==> src/rtl/lfust_pkg.sv <==
// ----------------------------------------------------------------------------
// lfust_pkg
// Shared constants, codes and control types for the lfu slot table.
// ----------------------------------------------------------------------------
package lfust_pkg;

	localparam int SLOTS_DEF   = 16;
	localparam int ID_BITS_DEF = 8;
	localparam int CFG_W       = 5;
	localparam int VOTE_W      = 16;
	localparam int ACT_W       = 2;

	localparam logic [VOTE_W-1:0] VOTE_MAX   = 16'hFFFF;
	localparam logic [VOTE_W-1:0] VOTE_ONE   = 16'd1;
	localparam logic [CFG_W-1:0]  ACTIVE_RST = 5'd16;

	typedef enum logic [ACT_W-1:0] {
		ACT_HIT     = 2'd0,
		ACT_INSERT  = 2'd1,
		ACT_REPLACE = 2'd2
	} action_t;

	// control from the sequencer to the compare unit
	typedef struct packed {
		logic start;
		logic chk;
	} scan_ctl_t;

	// what the scan found
	typedef struct packed {
		logic hit;
		logic free;
		logic vic;
	} scan_flags_t;

endpackage

==> src/rtl/lfust_mem.sv <==
// ----------------------------------------------------------------------------
// lfust_mem
// Slot entry memory: one write port, one read port with registered data.
// ----------------------------------------------------------------------------
module lfust_mem #(
	parameter int SLOTS  = 16,
	parameter int WORD_W = 28,
	localparam int IDX_W = (SLOTS > 1) ? $clog2(SLOTS) : 1
) (
	input  logic              clk,
	input  logic              we,
	input  logic [IDX_W-1:0]  waddr,
	input  logic [WORD_W-1:0] wdata,
	input  logic [IDX_W-1:0]  raddr,
	output logic [WORD_W-1:0] rdata
);

	logic [WORD_W-1:0] mem [SLOTS];
	logic [WORD_W-1:0] rdata_q;

	always_ff @(posedge clk) begin
		if (we) begin
			mem[waddr] <= wdata;
		end
	end

	always_ff @(posedge clk) begin
		rdata_q <= mem[raddr];
	end

	assign rdata = rdata_q;

endmodule

==> src/rtl/lfust_scan.sv <==
// ----------------------------------------------------------------------------
// lfust_scan
// Compare unit: looks at one entry per cycle and keeps the first match,
// the lowest free slot and the least-count oldest entry seen so far.
// ----------------------------------------------------------------------------
module lfust_scan #(
	parameter int SLOTS   = 16,
	parameter int ID_BITS = 8,
	localparam int IDX_W  = (SLOTS > 1) ? $clog2(SLOTS) : 1,
	localparam int CNT_W  = $clog2(SLOTS + 1)
) (
	input  logic                      clk,
	input  logic                      arst_n,
	input  lfust_pkg::scan_ctl_t      ctl,
	input  logic [IDX_W-1:0]          idx,
	input  logic                      entry_vld,
	input  logic [ID_BITS-1:0]        ident,
	input  logic [lfust_pkg::VOTE_W-1:0] votes,
	input  logic [CNT_W-1:0]          rank,
	input  logic [ID_BITS-1:0]        cand,
	input  logic                      pend_vld,
	input  logic [CNT_W-1:0]          pend_rank,
	output logic [CNT_W-1:0]          eff_rank,
	output lfust_pkg::scan_flags_t    flags,
	output logic [IDX_W-1:0]          hit_idx,
	output logic [lfust_pkg::VOTE_W-1:0] hit_votes,
	output logic [CNT_W-1:0]          hit_rank,
	output logic [IDX_W-1:0]          free_idx,
	output logic [IDX_W-1:0]          vic_idx,
	output logic [ID_BITS-1:0]        vic_ident,
	output logic [CNT_W-1:0]          vic_rank
);
	import lfust_pkg::*;

	scan_flags_t       flags_q;
	logic [IDX_W-1:0]  hit_idx_q;
	logic [VOTE_W-1:0] hit_votes_q;
	logic [CNT_W-1:0]  hit_rank_q;
	logic [IDX_W-1:0]  free_idx_q;
	logic [IDX_W-1:0]  vic_idx_q;
	logic [ID_BITS-1:0] vic_ident_q;
	logic [VOTE_W-1:0] vic_votes_q;
	logic [CNT_W-1:0]  vic_rank_q;
	logic              is_hit;
	logic              is_free;
	logic              is_vic;

	// ranks above the last evicted rank close the gap as they are read
	assign eff_rank = (pend_vld && (rank > pend_rank)) ? rank - CNT_W'(1) : rank;

	assign is_hit  = ctl.chk && entry_vld && !flags_q.hit && (ident == cand);
	assign is_free = ctl.chk && !entry_vld && !flags_q.free;
	assign is_vic  = ctl.chk && entry_vld &&
		(!flags_q.vic || (votes < vic_votes_q) ||
		 ((votes == vic_votes_q) && (eff_rank < vic_rank_q)));

	always_ff @(posedge clk or negedge arst_n) begin
		if (!arst_n) begin
			flags_q <= '0;
		end else if (ctl.start) begin
			flags_q <= '0;
		end else begin
			flags_q.hit  <= flags_q.hit  | is_hit;
			flags_q.free <= flags_q.free | is_free;
			flags_q.vic  <= flags_q.vic  | is_vic;
		end
	end

	always_ff @(posedge clk) begin
		if (is_hit) begin
			hit_idx_q   <= idx;
			hit_votes_q <= votes;
			hit_rank_q  <= eff_rank;
		end
		if (is_free) begin
			free_idx_q <= idx;
		end
		if (is_vic) begin
			vic_idx_q   <= idx;
			vic_ident_q <= ident;
			vic_votes_q <= votes;
			vic_rank_q  <= eff_rank;
		end
	end

	assign flags     = flags_q;
	assign hit_idx   = hit_idx_q;
	assign hit_votes = hit_votes_q;
	assign hit_rank  = hit_rank_q;
	assign free_idx  = free_idx_q;
	assign vic_idx   = vic_idx_q;
	assign vic_ident = vic_ident_q;
	assign vic_rank  = vic_rank_q;

endmodule

==> src/rtl/lfu_slot_table_fifo_tiebreak_core.sv <==
// ----------------------------------------------------------------------------
// lfu_slot_table_fifo_tiebreak_core
// Least-frequently-used slot table with oldest-first tie break.
//
// Input channel (in_valid/in_ready) takes one candidate_id word per vote.
// Output channel (out_valid/out_ready) returns one word per vote: action,
// slot_index, new_count and evicted_id.
// Config channel (cfg_valid/cfg_ready) writes active_slots; always ready.
// Each vote is a scan of every slot through the single entry memory read port
// and compare unit, a drain step for the last read and a commit step. in_ready
// is high only while the sequencer is idle, so a new vote is taken only after
// the previous one has committed.
// The result sits in an output register; a stalled receiver holds the next
// vote in the commit cycle until the register frees up.
// Reset empties the table (valid bits cleared) and sets active_slots to 16;
// the entry memory needs no clearing.
// ----------------------------------------------------------------------------
module lfu_slot_table_fifo_tiebreak_core #(
	parameter int SLOTS   = lfust_pkg::SLOTS_DEF,
	parameter int ID_BITS = lfust_pkg::ID_BITS_DEF,
	localparam int IDX_W  = (SLOTS > 1) ? $clog2(SLOTS) : 1
) (
	input  logic                        clk,
	input  logic                        arst_n,
	input  logic                        cfg_valid,
	output logic                        cfg_ready,
	input  logic [lfust_pkg::CFG_W-1:0] cfg_data,
	input  logic                        in_valid,
	output logic                        in_ready,
	input  logic [ID_BITS-1:0]          candidate_id,
	output logic                        out_valid,
	input  logic                        out_ready,
	output logic [lfust_pkg::ACT_W-1:0] action,
	output logic [IDX_W-1:0]            slot_index,
	output logic [lfust_pkg::VOTE_W-1:0] new_count,
	output logic [ID_BITS-1:0]          evicted_id
);
	import lfust_pkg::*;

	localparam int CNT_W  = $clog2(SLOTS + 1);
	localparam int WORD_W = ID_BITS + VOTE_W + CNT_W;
	localparam int LIM_W  = ((CNT_W > CFG_W) ? CNT_W : CFG_W) + 1;

	typedef enum logic [3:0] {
		S_IDLE   = 4'b0001,
		S_SCAN   = 4'b0010,
		S_DRAIN  = 4'b0100,
		S_COMMIT = 4'b1000
	} state_t;

	state_t             state_q;
	logic [IDX_W-1:0]   addr_q;
	logic               chk_s1;
	logic [IDX_W-1:0]   idx_s1;
	logic [ID_BITS-1:0] cand_q;
	logic [CFG_W-1:0]   active_q;
	logic [SLOTS-1:0]   vld_q;
	logic [CNT_W-1:0]   occ_q;
	logic               pend_vld_q;
	logic [CNT_W-1:0]   pend_rank_q;

	logic               out_valid_q;
	action_t            act_q;
	logic [IDX_W-1:0]   slot_q;
	logic [VOTE_W-1:0]  count_q;
	logic [ID_BITS-1:0] evict_q;

	logic               in_fire;
	logic               commit_fire;
	scan_ctl_t          ctl;
	scan_flags_t        flags;
	logic [WORD_W-1:0]  rd_word;
	logic [ID_BITS-1:0] rd_ident;
	logic [VOTE_W-1:0]  rd_votes;
	logic [CNT_W-1:0]   rd_rank;
	logic               entry_vld;
	logic [CNT_W-1:0]   eff_rank;
	logic [IDX_W-1:0]   hit_idx;
	logic [VOTE_W-1:0]  hit_votes;
	logic [CNT_W-1:0]   hit_rank;
	logic [IDX_W-1:0]   free_idx;
	logic [IDX_W-1:0]   vic_idx;
	logic [ID_BITS-1:0] vic_ident;
	logic [CNT_W-1:0]   vic_rank;

	logic [LIM_W-1:0]   lim;
	logic               can_insert;
	action_t            act_d;
	logic [IDX_W-1:0]   slot_d;
	logic [VOTE_W-1:0]  count_d;
	logic [ID_BITS-1:0] evict_d;
	logic [CNT_W-1:0]   rank_d;

	logic               mem_we;
	logic [IDX_W-1:0]   mem_waddr;
	logic [WORD_W-1:0]  mem_wdata;

	assign cfg_ready   = 1'b1;
	assign in_ready    = (state_q == S_IDLE);
	assign in_fire     = in_valid && in_ready;
	assign commit_fire = (state_q == S_COMMIT) && (!out_valid_q || out_ready);

	assign ctl = '{start: in_fire, chk: chk_s1};

	assign {rd_ident, rd_votes, rd_rank} = rd_word;
	assign entry_vld = vld_q[idx_s1];

	lfust_mem #(
		.SLOTS  (SLOTS),
		.WORD_W (WORD_W)
	) u_mem (
		.clk   (clk),
		.we    (mem_we),
		.waddr (mem_waddr),
		.wdata (mem_wdata),
		.raddr (addr_q),
		.rdata (rd_word)
	);

	lfust_scan #(
		.SLOTS   (SLOTS),
		.ID_BITS (ID_BITS)
	) u_scan (
		.clk       (clk),
		.arst_n    (arst_n),
		.ctl       (ctl),
		.idx       (idx_s1),
		.entry_vld (entry_vld),
		.ident     (rd_ident),
		.votes     (rd_votes),
		.rank      (rd_rank),
		.cand      (cand_q),
		.pend_vld  (pend_vld_q),
		.pend_rank (pend_rank_q),
		.eff_rank  (eff_rank),
		.flags     (flags),
		.hit_idx   (hit_idx),
		.hit_votes (hit_votes),
		.hit_rank  (hit_rank),
		.free_idx  (free_idx),
		.vic_idx   (vic_idx),
		.vic_ident (vic_ident),
		.vic_rank  (vic_rank)
	);

	// active_slots clamped to 1..SLOTS
	always_comb begin
		if (active_q == '0) begin
			lim = LIM_W'(1);
		end else if (LIM_W'(active_q) > LIM_W'(SLOTS)) begin
			lim = LIM_W'(SLOTS);
		end else begin
			lim = LIM_W'(active_q);
		end
	end

	assign can_insert = flags.free && (LIM_W'(occ_q) < lim);

	always_comb begin
		act_d   = ACT_REPLACE;
		slot_d  = vic_idx;
		count_d = VOTE_ONE;
		evict_d = vic_ident;
		// a replacing entry is stored one rank high; the pending gap fix brings it down
		rank_d  = occ_q;
		if (flags.hit) begin
			act_d   = ACT_HIT;
			slot_d  = hit_idx;
			count_d = (hit_votes == VOTE_MAX) ? hit_votes : hit_votes + VOTE_ONE;
			evict_d = '0;
			rank_d  = hit_rank;
		end else if (can_insert) begin
			act_d   = ACT_INSERT;
			slot_d  = free_idx;
			evict_d = '0;
		end
	end

	// write port: commit word, else rank write-back of the scanned entry
	always_comb begin
		if (commit_fire) begin
			mem_we    = 1'b1;
			mem_waddr = slot_d;
			mem_wdata = {cand_q, count_d, rank_d};
		end else begin
			mem_we    = chk_s1 && entry_vld;
			mem_waddr = idx_s1;
			mem_wdata = {rd_ident, rd_votes, eff_rank};
		end
	end

	always_ff @(posedge clk or negedge arst_n) begin
		if (!arst_n) begin
			state_q <= S_IDLE;
			chk_s1  <= 1'b0;
		end else begin
			chk_s1 <= (state_q == S_SCAN);
			unique case (state_q)
				S_IDLE: begin
					if (in_fire) begin
						state_q <= S_SCAN;
					end
				end
				S_SCAN: begin
					if (addr_q == IDX_W'(SLOTS - 1)) begin
						state_q <= S_DRAIN;
					end
				end
				S_DRAIN: begin
					state_q <= S_COMMIT;
				end
				S_COMMIT: begin
					if (commit_fire) begin
						state_q <= S_IDLE;
					end
				end
				default: begin
					state_q <= S_IDLE;
				end
			endcase
		end
	end

	always_ff @(posedge clk) begin
		idx_s1 <= addr_q;
		if (in_fire) begin
			cand_q <= candidate_id;
			addr_q <= '0;
		end else if (state_q == S_SCAN) begin
			addr_q <= addr_q + IDX_W'(1);
		end
	end

	always_ff @(posedge clk or negedge arst_n) begin
		if (!arst_n) begin
			active_q <= ACTIVE_RST;
		end else if (cfg_valid && cfg_ready) begin
			active_q <= cfg_data;
		end
	end

	always_ff @(posedge clk or negedge arst_n) begin
		if (!arst_n) begin
			vld_q       <= '0;
			occ_q       <= '0;
			pend_vld_q  <= 1'b0;
			pend_rank_q <= '0;
		end else if (commit_fire) begin
			pend_vld_q <= (act_d == ACT_REPLACE);
			if (act_d == ACT_REPLACE) begin
				pend_rank_q <= vic_rank;
			end
			if (act_d == ACT_INSERT) begin
				vld_q[free_idx] <= 1'b1;
				occ_q           <= occ_q + CNT_W'(1);
			end
		end
	end

	always_ff @(posedge clk or negedge arst_n) begin
		if (!arst_n) begin
			out_valid_q <= 1'b0;
		end else if (commit_fire) begin
			out_valid_q <= 1'b1;
		end else if (out_ready) begin
			out_valid_q <= 1'b0;
		end
	end

	always_ff @(posedge clk) begin
		if (commit_fire) begin
			act_q   <= act_d;
			slot_q  <= slot_d;
			count_q <= count_d;
			evict_q <= evict_d;
		end
	end

	assign out_valid  = out_valid_q;
	assign action     = act_q;
	assign slot_index = slot_q;
	assign new_count  = count_q;
	assign evicted_id = evict_q;

	a_state_onehot: assert property (@(posedge clk) disable iff (!arst_n)
		$onehot(state_q))
		else $error("sequencer state not one-hot");

	a_start_scan: assert property (@(posedge clk) disable iff (!arst_n)
		in_fire |=> (state_q == S_SCAN) && (addr_q == '0))
		else $error("accepted word did not start a scan at slot zero");

	a_occ_bound: assert property (@(posedge clk) disable iff (!arst_n)
		occ_q <= CNT_W'(SLOTS))
		else $error("occupancy above slot count");

	a_insert_occ: assert property (@(posedge clk) disable iff (!arst_n)
		(commit_fire && (act_d == ACT_INSERT)) |=> (occ_q == $past(occ_q) + CNT_W'(1)))
		else $error("insert did not grow occupancy");

	a_victim_found: assert property (@(posedge clk) disable iff (!arst_n)
		(commit_fire && (act_d == ACT_REPLACE)) |-> flags.vic)
		else $error("replace without a victim");

endmodule

==> config.mk <==
export PLATFORM = sky130hd
export DESIGN_NAME = lfu_slot_table_fifo_tiebreak_core
export DESIGN_NICKNAME = d
export VERILOG_FILES = /design/src/rtl/lfust_pkg.sv /design/src/rtl/lfust_mem.sv /design/src/rtl/lfust_scan.sv /design/src/rtl/lfu_slot_table_fifo_tiebreak_core.sv
export SDC_FILE = /design/constraint.sdc
export NUM_CORES = 1
export LEC_CHECK = 0
export ABC_AREA = 1
export ABC_CLOCK_PERIOD_IN_PS = 4760
export BUFFER_PORTS_ARGS = -buffer_cell sky130_fd_sc_hd__clkbuf_2
export CORE_UTILIZATION = 62
export CTS_CLUSTER_SIZE = 24
export DETAILED_ROUTE_END_ITERATION = 6
export GPL_TIMING_DRIVEN = 1
export PLACE_DENSITY_LB_ADDON = 0.2
export SLEW_MARGIN = 0
export SYNTH_ARGS = -nofsm -noshare
export SYNTH_HDL_FRONTEND = slang
export SYNTH_SLANG_ARGS = --single-unit
==> constraint.sdc <==
create_clock -name clk -period 4.76 [get_ports clk]
set_input_delay 0 -clock clk [delete_from_list [all_inputs] [get_ports clk]]
set_output_delay 0 -clock clk [all_outputs]
set_load 0.1 [all_outputs]
==> summary by stage <==
Logic synthesis
Counting flops with a built-in enable in the synthesized netlist gives ~560. Counting flops and latches in the post-synthesis netlist gives ~640. The share of async-settable or async-resettable flops after synthesis is ~6.4%. Ranked by total cell area, the synthesized netlist is headed by edfxtp_1 65%, nor2_1 4.5%, dfrtp_1 3.8%. The biggest area contributor in the post-synthesis netlist is edfxtp_1. The share of the Yosys chip area taken by registers is 72.1%. The average instance area after synthesis is 13.0 sq um. The area share of the largest cell type after synthesis is between 60 and 70%. In this run the cell area of the synthesized design comes to approximately 26000 sq um. The commonest cells after synthesis are 564 x edfxtp_1, 312 x nor2_1, 208 x nand2_1, 157 x o21ai_0, 115 x inv_1.

Counting distinct cell types in the post-synthesis netlist gives 54. For this run, the leading register cell type out of synthesis is edfxtp_1. The most frequent cell after synthesis is edfxtp_1. The synthesized netlist cell count is 1995. The yosys synthesis warning count is 0. The number of nets handed over by synthesis was ~2000.

Clocking
The maximum buffer depth of the clock tree is 3. Clock-pin slew was measured on the worst setup and hold paths at roughly 0.06 ns. For the worst-skew pair, the clock arrives at the later sink with an insertion delay of ~0.59 ns. After clock tree synthesis, the flow added hold-fix buffers numbering 23. The number of buffers inserted during clock tree synthesis is 67. The H-tree was split into 3 levels.

The clock root buffer is clkbuf_16. Gates resized during post-CTS repair numbered 0. The setup fix buffers added after clock tree synthesis is 0. TritonCTS built the clock tree. Clock tree synthesis found a total of 642 sinks.

Critical path
The cell count of the worst reg-to-reg path is 13. The critical path class is flip-flop to flip-flop. The largest single stage delay on the critical path is between 0.6 and 0.7 ns. The slowest stage of the critical path is the nor2_4 cell. The number of logic stages on the critical path including buffering is 13. The arrival time reported for the critical path endpoint is between 3 and 4 ns. The top fanout value on the critical path is 18. The buffers plus inverters on the worst setup path is 2.

The capture point of the worst reg-to-reg path is u_mem.mem[5][12]. Counting stages on the worst path, the most repeated cell is nand2_1. The required time reported for the critical path endpoint is 5.03 ns.

The kind of start point of the critical path is a flip-flop. The type of destination of the critical path is a flip-flop. Traced cell by cell, the critical path runs through inv_1 -> nand2_1 -> ha_1 -> a21oi_1 -> nor2_1 -> nor3_4 -> nand2_4 -> nand3_1 -> nand3_2 -> o21ai_2 -> nand2_1 -> nor2_4 -> buf_4. For flop-to-flop paths, the worst setup slack is between 1 and 1.5 ns.

The critical register-to-register path startpoint is active_q[4]. The family with the most delay on the worst path is simple AND/OR/NAND/NOR gates.

Job
The number of max-capacitance violations reported is 0.

Floorplanning
The core region is between 40000 and 50000 sq um. The die is around 210 microns wide. From bottom edge to top edge, the die measures approximately 210 microns. The top-level port count is 51.

The die covers around 43000 sq um. The cell row count is 74. The effective utilization at floorplan is roughly 63%.

Outcome
The checks that failed: DRC. The flow ran to the end, but the final reports show violations.

Finish
The share of final-layout standard cells stronger than drive strength 1 is around 13%. The number of antenna diodes is 0. The final layout contains roughly 2100 nets. Relative to the synthesized area, the layout overhead comes to 12.8%.

The final standard cell count with taps included and fillers excluded is between 2000 and 3000.

Timing
The actual transition at the worst max-transition pin is 1.40 ns. The worst slew margin relative to its limit is ~6.4%. The highest attainable clock frequency is between 0.2 and 0.3 GHz. The post-route minimum period is ~3.6 ns. Setup repair after global routing left no endpoint under its margin. The worst path uses 75.3% of the clock period. For the final database, setup skew stands at ~0.02 ns. The number of hold violations in the final report is 0.

The number of max-slew violations in the final report is 0. Setup violations remaining at the end of the flow were counted as 0. The final setup TNS is 0 ns.

The final hold slack is about 0.14 ns.

Global routing
The overall overflow remaining after global route is 0. The number of global-route vias before repair came to 15806. The total routing resource utilization after global routing is 29.0%. The maximum number of pins on one net before global-route repair is around 150. The first-pass GRT wire length is roughly 92000 microns. The initial antenna violation count is 0.

Hold path
The capture endpoint of the worst hold path is cand_q[4]. Counting instances, the worst hold path has a depth of 2. The start point of the worst hold path is candidate_id[4]. The worst hold path belongs to the class input pin to flip-flop.

Detailed routing
The number of design rule violations left after detail routing is 6. Before antenna repair, the detailed router went through 7 iterations. The sum of routed wire segments on met1 is roughly 25000 microns. The total via count in the routed design is approximately 16000. Summed over all nets, wire length on met3 after detailed routing comes to 5020 microns.

In the detailed route, the total length drawn on met2 is 27800 microns. The mean routed wirelength per cell is 22.6 microns. The via-per-instance ratio is about 6.2.

The uppermost signal routing layer after detailed routing is met4. After the first detailed-routing iteration, the DRC count stood at about 2100. The remaining antenna violation count is 0. The routed design has roughly 60000 microns of wire.

Pwr
The leakage power is 0.0104 uW. The power per unit of standard cell area is slightly below 600 nW/um^2. The worst-case IR drop observed on VDD is 0.475 mV.

Place
The number of I/O port buffers is 49. Detailed placement ended at an HPWL of 35300 microns. The post-placement cell count is 2509. Routability-driven placement finished with a final weighted congestion of about 0.9.
[state kept, by name, indices dropped and copies added, names as in the netlist, 5 cells and up]
| name | count |
|---|---|
| occ_q | 5 |
| u_mem.rdata | 29 |
| u_scan.vic_rank | 5 |
| u_scan.vic_ident | 8 |
| u_scan.hit_rank | 5 |
| u_scan.vic_votes_q | 16 |
| u_mem.mem | 464 |
| evicted_id | 8 |
| active_q | 5 |
| pend_rank_q | 5 |
| new_count | 16 |
| u_scan.hit_votes | 16 |
| cand_q | 8 |
| vld_q | 16 |
[through the flow]
stage	power, uW	setup slack (ns)	instance area [sq um]	utilization (%)
after floorplan	10800	0.477	25900	-
after global placement	12100	1.34	26800	65.4
after detailed placement	12300	1.23	26800	65.4
after CTS	17400	1.22	29200	71.3
after global routing	18200	1.01	29300	71.3
final	17400	1.18	29300	71.3
[kinds of logic (layout without fill, tap and decap cells)]
kind of cell	count (synthesis)	count (layout)	share of synthesized area, %
fa+ha+maj	33	33	1.59
other cells	1	1	0.0145
compound gates	362	362	9.08
buf+inv	231	357	3.72
mux	50	50	1.95
flops	642	642	72.1
simple gates	661	661	11.0
xor+xnor	15	15	0.535
[worst reg2reg max path: stages (launching register included)]
cell and delay, ns:
dfstp_2 0.54, inv_1 0.08, nand2_1 0.07, ha_1 0.24
a21oi_1 0.14, nor2_1 0.08, nor3_4 0.24, nand2_4 0.13
nand3_1 0.11, nand3_2 0.15, o21ai_2 0.19, nand2_1 0.27
nor2_4 0.68, buf_4 0.36
[report_power, final]
group	total [uW]	switching, uW	internal, uW
combinational	4390	3150	1240
clock	5150	2090	3060
sequential	7900	458	7440
[routing by layer]
layer  track usage, %  vias to the layer above
met5                0                        -
met4             10.8                        0
met3             5.59                      134
met2             44.5                      791
met1             41.5                     8005
li1                 -                     7406
[cell type report]
type	instances	area [sq um]
clock inverters	22	168
clock buffers	99	2030
repair buffers	110	786
fillers	2657	11800
inverters	126	480
multi-input cells	1122	6420
flip-flops and latches	642	18700
well taps	532	666
[cell usage in the layout (no fill, tap or decap), types with 39 or more instances in the layout]
cell type / netlist / layout
o32ai_1: 70 / 70
clkbuf_2: 0 / 49
clkbuf_16: 0 / 74
inv_1: 115 / 115
o21ai_0: 157 / 153
nand3_1: 78 / 78
nand2_1: 208 / 208
o221ai_1: 46 / 46
dfrtp_1: 39 / 39
nor2_1: 312 / 295
mux2i_1: 46 / 46
edfxtp_1: 564 / 564
[worst max-delay path by stage]
stage	from	end	slack, ns
after global routing	active_q[4]	u_mem.mem[5][20]	1.01
final	active_q[4]	u_mem.mem[5][12]	1.18
after detailed placement	active_q[4]	u_mem.mem[11][6]	1.23
after global placement	active_q[4]	u_mem.mem[11][10]	1.34
after floorplan	pend_rank_q[2]	u_scan.vic_ident[0]	0.48
after CTS	active_q[4]	u_mem.mem[11][6]	1.22
Note: power is estimated with default switching activity, not from simulation.
